===== src/sv/sirc_ram.sv =====
`timescale 1ns / 1ps
// Generic single-write, single-read RAM with registered read data.
// No dependencies.
module sirc_ram #(
    parameter int WIDTH = 18,
    parameter int DEPTH = 128
) (
    input  logic                     aclk,
    input  logic                     we,
    input  logic [$clog2(DEPTH)-1:0] waddr,
    input  logic [WIDTH-1:0]         wdata,
    input  logic [$clog2(DEPTH)-1:0] raddr,
    output logic [WIDTH-1:0]         rdata
);

    logic [WIDTH-1:0] mem [DEPTH];
    logic [WIDTH-1:0] rdata_reg;

    // write port and registered read port
    always_ff @(posedge aclk) begin
        if (we) begin
            mem[waddr] <= wdata;
        end
        rdata_reg <= mem[raddr];
    end

    assign rdata = rdata_reg;

endmodule


===== config.mk =====
export PLATFORM = sky130hd
export DESIGN_NAME = sirc_ram
export DESIGN_NICKNAME = d
export VERILOG_FILES = /design/src/sv/sirc_ram.sv
export SDC_FILE = /design/constraint.sdc
export NUM_CORES = 2
export LEC_CHECK = 0
export BUFFER_PORTS_ARGS = -buffer_cell sky130_fd_sc_hd__buf_2
export CAP_MARGIN = 10
export CORE_UTILIZATION = 31
export DETAILED_ROUTE_END_ITERATION = 7
export SYNTH_ARGS = -nofsm -noshare
export SYNTH_HDL_FRONTEND = slang
export SYNTH_SLANG_ARGS = --single-unit

===== constraint.sdc =====
create_clock -name aclk -period 7.2 [get_ports aclk]
set_clock_uncertainty 0.15 [all_clocks]
set_input_delay 1.44 -clock aclk [delete_from_list [all_inputs] [get_ports aclk]]
set_output_delay 1.44 -clock aclk [all_outputs]
set_load 0.02 [all_outputs]

==> impl_metrics.csv <==
group,metric,value,unit
power_and_ir_drop,leakage,0.0302,µW
global_route,globalRouteOverflowTotal,0,
placed_design,port_buffers,51,
clock_tree,cts-root-buf,"clkbuf_16",
power_and_ir_drop,p_comb_share,5.0,%
sta,fin_crit_sh,57.1,%
sta,rsz0062_at_grt,"no",
route,drt_iter0_drc,4477,
hold_path,hp-class,"input pin to register",
sta,period_needed,4.11,ns
finish,drive_above_1_share,35.7,%
finish,nets,3695,
power_and_ir_drop,ir_drop,0.199,mV
worst_setup_path,critPathTopFamily,"multiplexers",
run,max_cap_viol_count,0,
sta,finalSetupViolCount,0,
power_and_ir_drop,power-per-cell-area,272,nW/µm²
sta,worst_slew_pin_slew,1.18,ns
finish,regArea,69500,µm²
synth,synth-warning-count,0,
finish,largest_reg_flops,2304,
global_route,grt_max_degree,102,
worst_setup_path,cp.required,7.78,ns
worst_setup_path,critical_path_class,"input pin to register",
worst_setup_path,crit_path_end_kind,"register",
clock_tree,clockBufferDepth,3,
route,drc,0,
clock_tree,cts_hold_buf,0,
worst_setup_path,cp_num_buf_inv,2,
power_and_ir_drop,p_sw,5820,µW
die,die_x,536,µm
placed_design,dp.cells,7178,
worst_setup_path,arrival,4.69,ns
clock_tree,clkSinkCount,2322,
route,ant_nets,0,
synth,synth-seq-cells,2322,
placed_design,placed_area,94300,µm²
global_route,grtUsageTotal,15.1,%
finish,area_growth,14.7,%
power_and_ir_drop,seqPwrFrac,54.4,%
finish,fin_area,101000,µm²
sta,setup_tns,0,ns
finish,fillCellCount,25300,
finish,fin_cells,7589,
power_and_ir_drop,p_sw_share,21.1,%
worst_setup_path,critPathSlowestCell,"mux4_2",
clock_tree,cts-resized-gates,0,
worst_setup_path,path_cells,"buf_8, buf_12, mux4_2, mux4_2, mux4_2, mux2_2",
power_and_ir_drop,power.internal,21700,µW
route,drt-pass1-iter-count,6,
global_route,antenna_found_initial,29,
finish,multi_input_area,18600,µm²
finish,utilization,35.8,%
global_route,grt_pass1_wl,307000,µm
worst_setup_path,cp-start-kind,"input pin",
route,vias,38600,
die,fp.dieH,536,µm
clock_tree,cts_max_level,4,
die,pin_count,52,
die,fp.coreArea,283000,µm²
clock_tree,cts_tree,"done",
die,placementRows,195,
clock_tree,clk_latency,0.86,ns
synth,synth_area,88200,µm²
sta,fmax,243,MHz
sta,finalHoldViolCount,0,
route,wire_per_inst,28.7,µm
synth,syn_area_per_cell,25.6,µm²
global_route,grt_pass1_vias,39800,
synth,yosysSeqAreaShare,78.8,%
power_and_ir_drop,clock_power_share,40.6,%
clock_tree,cts_setup_buffers,0,
clock_tree,cts.clk_slew.worst_paths,0.06,ns
worst_setup_path,worst-path-max-fanout,59,
route,wirelength,217000,µm
route,vias_per_cell,5.08,
synth,postSynthCellCount,3449,
clock_tree,cts_buffers,224,
die,start_util,31.2,%
die,die_area,287000,µm²
worst_setup_path,cpPeakStageDelay,0.62,ns
worst_setup_path,worst_path_most_repeated_cell,"mux4_2",
sta,holdWs,0.839,ns
synth,syn_nets,3483,
finish,layout_common_cells,"2304 x edfxtp_1, 756 x mux4_2, 229 x clkbuf_16",
sta,slew_headroom,21.4,%
run_status,status,"finished, final reports clean",
synth,ys_types,17,
finish,layout_commonest_cell,"edfxtp_1",
sta,finalMaxSlewViolations,0,
placed_design,globalplace.congestion,0.765,
placed_design,hpwlAfterDp,121000,µm
per-stage QoR:
| step | total power (µW) | setup slack (ns) |
|---|---|---|
| 4_1_cts | 27800 | 3.10 |
| 3_5_place_dp | 16700 | 2.16 |
| 6_report | 27600 | 3.09 |
| 3_3_place_gp | 16700 | 2.15 |
| 5_1_grt | 28300 | 3.00 |
| 2_1_floorplan | 16000 | 3.05 |
worst reg2reg max path, cell delays in order (launching register included):
cell	delay, ns
edfxtp_1	0.36
mux4_2	0.48
mux4_2	0.62
mux4_2	0.61
mux2_2	0.31
worst paths after layout:
kind	from	end	slack, ns	cells past startpoint
setup / recovery	raddr[0]	rdata[0]$_DFF_P_	3.09	6
hold reg to reg	mem[62][11]$_DFFE_PP_	rdata[11]$_DFF_P_	0.98	4
setup reg to reg	mem[86][0]$_DFFE_PP_	rdata[0]$_DFF_P_	4.55	4
hold / removal	wdata[5]	mem[8][5]$_DFFE_PP_	0.84	1
synthesized netlist by cell type:
cell,instances,area [µm²]
edfxtp_1,2304,69200
mux4_2,756,17000
nor2_1,122,458
clkbuf_1,96,360
buf_2,58,290
buf_1,26,97.6
dfxtp_1,18,360
mux2_2,18,203
nand2_1,14,52.6
nand3_1,12,60.1
nor3_1,9,45.0
nor2b_1,7,43.8
nand4_1,3,18.8
buf_4,2,15.0
nand2b_1,2,12.5
buf_6,1,11.3
or3_1,1,6.26
power groups by stage:
stage | Clock [µW] | Sequential (µW) | Combinational (µW)
after floorplan | 0 | 15300 | 729
after global placement | 0 | 15300 | 1380
after detailed placement | 0 | 15300 | 1400
after CTS | 11400 | 15000 | 1400
after global routing | 11900 | 15000 | 1450
final | 11200 | 15000 | 1370
cells by family (layout without fill, tap and decap cells):
logic type | after synthesis | after routing | share of synthesized area, %
buffers and inverters | 183 | 569 | 0.878
other | 0 | 11 | 0
multiplexers | 774 | 774 | 19.5
AND/OR/NAND/NOR | 170 | 170 | 0.790
flip-flops | 2322 | 2322 | 78.8
layer usage:
metal  track usage, %  share of wire [%]  wire length (µm)  up-vias
met2             25.1                 50            108000     1359
met4             4.72                3.0              6550        2
li1                 -                  -                 -    15500
met1             20.0                 40             87500    21400
met3             2.98                7.0             15100      266
met5                0             0.0060                13        -
final cells by class:
cell class                      count  share of cell area (%)
Clock buffer                      277                    5.86
Sequential cell                  2322                    68.7
Timing Repair Buffer              169                    1.40
Tap cell                         3743                    4.63
Clock inverter                    123                   0.974
Antenna cell                       11                  0.0272
Multi-Input combinational cell    944                    18.4
Power figures use the tool's default switching activity.
