`config.mk`:
```
export PLATFORM = sky130hd
export DESIGN_NAME = sirc_mac
export DESIGN_NICKNAME = d
export VERILOG_FILES = /design/src/sv/sirc_pkg.sv /design/src/sv/sirc_mac.sv
export SDC_FILE = /design/constraint.sdc
export NUM_CORES = 1
export LEC_CHECK = 0
export ABC_AREA = 1
export ABC_CLOCK_PERIOD_IN_PS = 11000
export BUFFER_PORTS_ARGS = -buffer_cell sky130_fd_sc_hd__buf_2
export CAP_MARGIN = 25
export CORE_MARGIN = 4
export CORE_UTILIZATION = 60
export DETAILED_ROUTE_END_ITERATION = 8
export GPL_TIMING_DRIVEN = 0
export HOLD_SLACK_MARGIN = 0.03
export PLACE_DENSITY = 0.79
export SKIP_LAST_GASP = 1
export SYNTH_ARGS = -nofsm -noshare
export SYNTH_HDL_FRONTEND = slang
export SYNTH_SLANG_ARGS = --single-unit
```
`constraint.sdc`:
```
create_clock -name aclk -period 11 [get_ports aclk]
set_input_delay 1.1 -clock aclk [delete_from_list [all_inputs] [get_ports aclk]]
set_output_delay 1.1 -clock aclk [all_outputs]
set_load 0.02 [all_outputs]
```
`src/sv/sirc_pkg.sv`:
```
`timescale 1ns / 1ps
// Shared types, constants and helper functions of the sinc rate converter.
// No dependencies; every other file but sirc_ram refers to it by scoped names.
package sirc_pkg;

    localparam int RING_DEPTH  = 128;
    localparam int RING_AW     = 7;
    localparam int FILTER_TAPS = 65;
    localparam int COEF_AW     = 7;
    localparam int HALF_WINDOW = 25;
    localparam int WIN_TAPS    = 2 * HALF_WINDOW;
    localparam int PHASE_STEPS = 256;
    localparam int PHASE_BITS  = 8;
    localparam int ROM_DEPTH   = WIN_TAPS * PHASE_STEPS;
    localparam int ROM_AW      = 14;
    localparam int MAX_OUT     = 8;
    localparam int W_BITS      = 19;
    localparam int ACC_W       = 48;
    localparam logic [19:0] UNITY_STEP = 20'd65536;

    localparam logic [63:0] PI_Q30  = 64'd3373259426;
    localparam logic [63:0] ONE_Q30 = 64'd1 << 30;

    // sequencer states
    typedef enum logic [3:0] {
        ST_CLEAR,
        ST_IDLE,
        ST_FIR_IN,
        ST_FIR_IN_DRAIN,
        ST_SRC_WR,
        ST_CHECK,
        ST_INTERP,
        ST_INTERP_DRAIN,
        ST_OUT_WR,
        ST_FIR_OUT,
        ST_FIR_OUT_DRAIN,
        ST_EMIT
    } st_t;

    // operand source of the shared multiplier
    typedef enum logic [1:0] {
        SEL_RAW,
        SEL_INTERP,
        SEL_OUT
    } mac_sel_t;

    typedef struct packed {
        logic clear;
        logic mul_en;
    } mac_ctrl_t;

    // saturate to 18 bits
    function automatic logic signed [17:0] clamp18(input logic signed [31:0] v);
        logic signed [17:0] r;
        if (v > 32'sd131071) begin
            r = 18'sd131071;
        end else if (v < -32'sd131072) begin
            r = -18'sd131072;
        end else begin
            r = v[17:0];
        end
        return r;
    endfunction

    // saturate to 16 bits
    function automatic logic signed [15:0] sat16(input logic signed [47:0] v);
        logic signed [15:0] r;
        if (v > 48'sd32767) begin
            r = 16'sd32767;
        end else if (v < -48'sd32768) begin
            r = -16'sd32768;
        end else begin
            r = v[15:0];
        end
        return r;
    endfunction

    // restoring division, used only while building the sinc table
    function automatic logic [63:0] div64(input logic [63:0] num, input logic [63:0] den);
        logic [63:0] q;
        logic [63:0] r;
        q = '0;
        r = '0;
        for (int i = 63; i >= 0; i--) begin
            r = {r[62:0], num[i]};
            if (r >= den) begin
                r = r - den;
                q[i] = 1'b1;
            end
        end
        return q;
    endfunction

    // sin(pi*v/PHASE_STEPS) in Q30 on the quarter wave
    function automatic logic [63:0] quarter_sine(input int v);
        logic [63:0] x;
        logic [63:0] x2;
        logic [63:0] t;
        x  = (PI_Q30 * 64'(v)) >> PHASE_BITS;
        x2 = (x * x) >> 30;
        t  = ONE_Q30 - x2 / 72;
        t  = ONE_Q30 - ((x2 * t) >> 30) / 42;
        t  = ONE_Q30 - ((x2 * t) >> 30) / 20;
        t  = ONE_Q30 - ((x2 * t) >> 30) / 6;
        return (x * t) >> 30;
    endfunction

    // sinc weight for distance k + p/PHASE_STEPS, Q2.17
    function automatic logic signed [W_BITS-1:0] sinc_weight(input int k, input int p);
        int          m;
        int          v;
        logic [63:0] mag;
        logic [63:0] num;
        logic [63:0] den;
        logic [63:0] w;
        logic        neg;
        m = k * PHASE_STEPS + p;
        if (m == 0) begin
            return W_BITS'(1 << 17);
        end
        v   = (p <= PHASE_STEPS - p) ? p : PHASE_STEPS - p;
        mag = (m < 0) ? 64'(-m) : 64'(m);
        num = (quarter_sine(v) * 64'(PHASE_STEPS)) << 17;
        den = PI_Q30 * mag;
        w   = div64(num + (den >> 1), den);
        neg = ((k & 1) != 0) != (m < 0);
        return neg ? -W_BITS'(w) : W_BITS'(w);
    endfunction

endpackage

```
`src/sv/sirc_mac.sv`:
```
`timescale 1ns / 1ps
// Shared multiply-accumulate unit with rounding of the sum by 2^17.
// Depends on sirc_pkg for the control struct and widths.
module sirc_mac (
    input  logic                              aclk,
    input  logic                              aresetn,
    input  sirc_pkg::mac_ctrl_t               ctrl,
    input  logic signed [17:0]                a,
    input  logic signed [sirc_pkg::W_BITS-1:0] b,
    output logic signed [31:0]                rnd,
    output logic                              busy
);

    logic signed [36:0]               prod_reg;
    logic                             acc_en_reg;
    logic signed [sirc_pkg::ACC_W-1:0] acc_reg;
    logic [sirc_pkg::ACC_W-1:0]       mag;
    logic [sirc_pkg::ACC_W-1:0]       mag_rnd;

    // product stage valid flag
    always_ff @(posedge aclk) begin
        if (!aresetn) begin
            acc_en_reg <= 1'b0;
        end else begin
            acc_en_reg <= ctrl.mul_en;
        end
    end

    // register the product, then accumulate it
    always_ff @(posedge aclk) begin
        if (ctrl.mul_en) begin
            prod_reg <= a * b;
        end
        if (ctrl.clear) begin
            acc_reg <= '0;
        end else if (acc_en_reg) begin
            acc_reg <= acc_reg + sirc_pkg::ACC_W'(prod_reg);
        end
    end

    // round half away from zero on the magnitude
    always_comb begin
        mag     = acc_reg[sirc_pkg::ACC_W-1] ? sirc_pkg::ACC_W'(-acc_reg)
                                             : sirc_pkg::ACC_W'(acc_reg);
        mag_rnd = (mag + sirc_pkg::ACC_W'(1 << 16)) >> 17;
        rnd     = acc_reg[sirc_pkg::ACC_W-1] ? -$signed(mag_rnd[31:0])
                                             : $signed(mag_rnd[31:0]);
    end

    assign busy = ctrl.mul_en | acc_en_reg;

endmodule

```
==> flow_summary.toml, run 1 <==
[die]
start_util_pct = 61.08
die_x_um = 201.5
dieArea_mm2 = 0.04061
die_h_um = 201.5
pin_count = 74
row_count = 70
core_mm2 = 0.03679

[clock_tree]
cts_sinks = 86
htree_num_levels = 3
numCtsBuffers = 9
cts_hold_buf = 0
cts_tree = "built"
cts_resized = 0
clk_latency_ns = 0.36
path_clk_slew_ns = 0.06
postCtsSetupBuffers = 0
clock_path_buffers = 2
cts_root_buf = "clkbuf_16"

[logic_synthesis]
synth_edf_count = 37
yosys_most_used_dff = "dfxtp_1"
synth_seq_area_share_pct = 9.311
ys_warn_count = 0
synth_cells = 3199
yosysMostFrequentCell = "inv_1"
yosysTopAreaCellShare_pct = 30.83
synth_top_area_cell = "fa_1"
ys_ff_latch = 86
syn_area_per_cell_um2 = 7.023
yosys-top-cells-count = "inv_1 (850), nand2_1 (745), fa_1 (346)"
syn-cell-area_mm2 = 0.02247
synthesis.nets = 3730
ys_top_cells_by_area = "fa_1 (31%), inv_1 (14%), nand2_1 (12%)"
ys_types = 49
postSynth.asyncResetShare_pct = 0

[global_routing]
grt_max_degree = 40
grt_pass1_vias = 21008
grt_pass1_wl_um = 105100
track_usage_pct = 32.42
antenna_found_initial = 0
grt.overflow.total = 0

[worst_setup_path]
worst-path-max-fanout = 10
worst-setup-path-type = "in2reg"
cp.arrival_ns = 8.11
endpoint_kind = "flop"
rrSetupSlack_ns = 6.78
start_kind = "primary input"
required_ns = 11.10

[route]
drtIter0Drc = 1455
drt_wl_total_um = 65060
vias = 20139
detail-route-antenna-nets = 0
drc = 0
via_per_inst = 5.414
first_pass_iters = 7
wl_per_cell_um = 17.49

[timing]
slew_viol_final = 0
rsz0062_at_grt = "false"
skew_ns = 0.01501
setup_viol = 0
relSlewSlack_pct = 21.25
post-route-min-period_ns = 8.014
fin_crit_sh_pct = 72.86
fmax_mhz = 124.8
finalHoldViolCount = 0
tightest_slew_ns = 1.170
setup-tns-final_ns = 0

[worst_hold_path]
hold_path.class = "reg2reg"

[placement]
io_buffers = 37
hpwlAfterDp_um = 57100
place_congestion = 1.003

[cells_and_area]
fin_nets = 3778
fillerInstances = 3380
antenna_cells = 0
layout-drive-gt1-share_pct = 5.105
synthToLayoutAreaGrowth_pct = 4.951
largest_reg_flops = 48

[flow_run]
max_cap_viol_count = 0

[outcome]
status = "finished, final reports clean"
placed cells by master (no fill, tap or decap), types with 4 or more instances in the layout:
master and count:
xor2_1 54, nand3_2 10, nor3_1 14, inv_2 10, buf_2 40, o21a_1 7
nand2_4 11, fa_1 346, nand3_1 118, nor4_1 5, or2_2 10, nor2_4 6
a21oi_1 147, o21ai_0 94, nand3b_1 6, edfxtp_1 37, clkbuf_16 10, and2_1 4
nand2_1 745, o211ai_1 9, buf_1 12, dfxtp_1 49, clkbuf_1 79, inv_1 850
xnor2_1 42, o21ai_1 13, nor2_2 15, nor2_8 5, nand4_1 25, a31oi_1 27
ha_1 144, nor2_1 229, nand2_2 33, a21boi_0 6, a21o_1 7
final timing paths:
| check | end | cells after the start | from |
|---|---|---|---|
| max | prod_reg[25] | 26 | a[2] |
| min | acc_reg[42] | 2 | acc_reg[42] |
| max reg2reg | acc_reg[34] | 17 | acc_reg[0] |
| min reg2reg | acc_reg[42] | 2 | acc_reg[42] |
layer usage:
layer	vias to the layer above	track usage, %	part of all wire [%]
met5	-	0	0
met4	0	17.90	6.4
met3	237	4.561	6.4
met2	777	57.75	49
met1	9542	37.64	38
li1	9583	-	-
critical path, cell delays in order:
cell and delay, ns:
clkbuf_1 0.55, clkbuf_1 0.57, nand2_1 0.17, fa_1 0.56, fa_1 0.51, inv_1 0.04, ha_1 0.32, ha_1 0.31
ha_1 0.30, inv_1 0.06, fa_1 0.53, inv_1 0.04, ha_1 0.22, inv_1 0.08, fa_1 0.20, nand3b_1 0.12
nand2_1 0.11, a21oi_1 0.28, o21ai_1 0.19, a21oi_1 0.42, o21ai_1 0.25, a21oi_1 0.43, o21ai_1 0.16, a21oi_1 0.31
o21ai_1 0.11, xor2_1 0.16
cell type report:
| type | count | area, um^2 | area share, % |
|---|---|---|---|
| clock inverter | 6 | 91.34 | 0.3874 |
| clock buffer | 10 | 250.2 | 1.061 |
| timing repair buffer | 37 | 185.2 | 0.7853 |
| sequential | 86 | 2092 | 8.872 |
| buffer | 98 | 397.9 | 1.687 |
| multi-input combinational | 2153 | 16740 | 71.00 |
| tap | 468 | 585.6 | 2.483 |
| inverter | 862 | 3236 | 13.72 |
stage by stage:
| stage | instance area [um^2] | hold slack (ns) | cells | utilization (%) | worst slack (ns) |
|---|---|---|---|---|---|
| after global placement | 23240 | 0.5294 | 3704 | 63.17 | 2.870 |
| after floorplan | 22470 | 0.4960 | 3199 | - | 4.205 |
| after global routing | 23580 | 0.5986 | 3720 | 64.10 | 2.693 |
| final | 23580 | 0.5449 | 3720 | 64.10 | 2.986 |
| after detailed placement | 23240 | 0.5373 | 3704 | 63.17 | 2.780 |
| after CTS | 23580 | 0.5501 | 3720 | 64.10 | 3.148 |
cells by family after synthesis:
kind of cell               count (synthesis)  synth area share (%)
xor gates and xnor gates                  97                 3.815
adders and majority gates                490                 38.85
and+or+nand+nor                         1238                 23.78
AOI/OAI and AO/OA                        328                 8.075
DFF                                       86                 9.311
buffers and inverters                    960                 16.17
Power of run 1 is left out: the tool's default activity adds up to more than one toggle a clock period on the data nets, which glitch-free logic cannot reach.
==> inputs of run 2 (changes only) <==
- ABC_AREA: 1 -> 0
- ABC_CLOCK_PERIOD_IN_PS: 11000 -> 7300
- CORE_UTILIZATION: 60 -> 59
- PLACE_DENSITY: 0.79 -> 0.81
- clock period: 11 -> 7.3 ns (I/O delays scaled with it)
==> flow_summary.toml, run 2 <==
[clock_tree]
path_clk_slew_ns = 0.06
numCtsBuffers = 9
cts_tree = "built"
cts_hold_buf = 0
cts_sinks = 86
htree_num_levels = 3
clock_path_buffers = 2
cts_root_buf = "clkbuf_16"
clk_latency_ns = 0.35
postCtsSetupBuffers = 0

[worst_setup_path]
cp.arrival_ns = 7.12
crit_path_start = "b[15]"
slowest_delay_ns = 0.57
endpoint_kind = "flop"
worst-path-max-fanout = 10
crit_buf_inv = 6
r2r_start = "acc_reg[0]"
critical_path.top_delay_family = "adder cells"
crit_top_cell = "fa_1"
start_kind = "primary input"
required_ns = 7.39
worst-setup-path-type = "in2reg"
slowest_stage = "fa_1"

[logic_synthesis]
ys_ff_latch = 86
synth_seq_area_share_pct = 10.08
ys_top_cells_by_area = "fa_1 (33%), ha_1 (8.7%), inv_1 (8.0%)"
synth_cells = 2399
synthesis.nets = 2930
syn-cell-area_mm2 = 0.02075
syn_area_per_cell_um2 = 8.648
ys_types = 86
yosysTopAreaCellShare_pct = 33.39
synth_top_area_cell = "fa_1"
yosysMostFrequentCell = "inv_1"
ys_warn_count = 0
postSynth.asyncResetShare_pct = 0
yosys-top-cells-count = "inv_1 (440), fa_1 (346), nand2_1 (242)"
synth_edf_count = 37
yosys_most_used_dff = "dfxtp_1"

[timing]
hold-worst-slack_ns = 0.4951
skew_ns = 0.009662
relSlewSlack_pct = 35.76
finalHoldViolCount = 0
slew_viol_final = 0
rsz0062_at_grt = "true"
tightest_slew_ns = 0.9636
post-route-min-period_ns = 7.030
fmax_mhz = 142.2
setup_viol = 0
fin_crit_sh_pct = 96.30

[die]
row_count = 68
die_h_um = 195.5
dieArea_mm2 = 0.03823
start_util_pct = 59.91
pin_count = 74
die_x_um = 195.5
core_mm2 = 0.03463

[placement]
hpwlAfterDp_um = 43680
io_buffers = 64
place_congestion = 0.9801

[route]
via_per_inst = 5.702
drc = 0
drtIter0Drc = 1091
topRoutingLayerUsed = "met4"
wl_met3_um = 3779
vias = 16639
wirelength_met1_um = 21170
detail-route-antenna-nets = 0
drt_wl_total_um = 50960
wl_met2_um = 24530
wl_per_cell_um = 17.47
first_pass_iters = 8

[global_routing]
grt_pass1_vias = 17511
grt_pass1_wl_um = 86700
grt.overflow.total = 0
grt_max_degree = 40
antenna_found_initial = 0
track_usage_pct = 27.50

[cells_and_area]
largest_reg_flops = 48
antenna_cells = 0
layout-drive-gt1-share_pct = 6.537
mostFrequentLayoutCells = "inv_1 (440), fa_1 (346), nand2_1 (242)"
synthToLayoutAreaGrowth_pct = 5.995
fin_nets = 2989
multi_input_area_mm2 = 0.01665
seq_area_mm2 = 0.002092
final_common_cell = "inv_1"
fillerInstances = 2861

[flow_run]
max_cap_viol_count = 0

[worst_hold_path]
hp-start = "acc_reg[5]"
hold_path.class = "reg2reg"

[outcome]
status = "finished, final reports clean"
[run 2: cell count changes in the layout (fill, tap and decap cells not counted), sizes merged, moves of 23 or more]
cell,before,now
buf,56,84
xnor2,42,115
o21ai,110,70
nand2b,0,23
mux2i,0,33
nand2,789,242
and2,4,176
a21o,7,48
inv,861,440
nand3,128,34
a21oi,147,84
nor2,255,131
[run 2: worst paths after layout]
kind                  end  slack [ns]  cells after the start
max          prod_reg[34]        0.27                     26
min            acc_reg[5]        0.50                      2
max reg2reg   acc_reg[46]        3.26                     15
min reg2reg    acc_reg[5]        0.50                      2
[run 2: through the flow]
| stage | utilization [%] | setup slack, ns | setup TNS (ns) | instance area (um^2) | cells |
|---|---|---|---|---|---|
| final | 63.50 | 0.2698 | 0 | 21990 | 2918 |
| after global routing | 63.50 | -0.04525 | -0.04525 | 21990 | 2918 |
| after CTS | 63.30 | 0.007528 | 0 | 21920 | 2924 |
| after detailed placement | 62.48 | -0.7039 | -9.208 | 21640 | 2918 |
| after global placement | 62.48 | -0.6167 | -5.689 | 21640 | 2918 |
| after floorplan | - | 0.1175 | 0 | 20750 | 2399 |
[run 2: what timing repair did]
item	in CTS	in global routing
gates resized for setup	24	74
endpoints found under the setup margin	29	24
pin swaps	0	1
[run 2: layout make-up]
class                           instances  share of cell area (%)
Tap cell                              455                   2.589
Multi-Input combinational cell       1776                   75.73
Inverter                              441                   7.528
Timing Repair Buffer                   64                   1.514
Buffer                                 80                   1.832
Clock inverter                          3                  0.2048
Clock buffer                           13                   1.092
Sequential cell                        86                   9.514
[run 2: kinds of logic (layout without fill, tap and decap cells)]
family | Yosys count | in the layout | share of synthesized area, %
buf+inv | 537 | 601 | 9.818
compound gates | 335 | 335 | 11.06
mux | 34 | 34 | 1.646
xor+xnor | 163 | 163 | 6.954
fa+ha+maj | 490 | 490 | 42.07
flops | 86 | 86 | 10.08
simple gates | 754 | 754 | 18.36
[run 2: layer usage]
metal / GRT usage (%) / vias up
li1: - / 7761
met1: 35.80 / 8141
met2: 47.06 / 643
met3: 4.607 / 94
met4: 8.922 / 0
met5: 0 / -
[run 2: worst reg2reg max path, stage by stage (launching register included)]
cell	delay, ns
dfxtp_1	0.40
ha_1	0.22
inv_1	0.06
fa_1	0.37
nor2b_1	0.20
o21ai_0	0.15
a21oi_1	0.24
o21a_1	0.33
a211oi_1	0.20
o31ai_1	0.28
a31oi_1	0.15
o21ai_0	0.55
a31oi_1	0.27
o21ai_0	0.26
xnor2_1	0.14
o21ai_0	0.08
Power of run 2 is left out for the same reason.
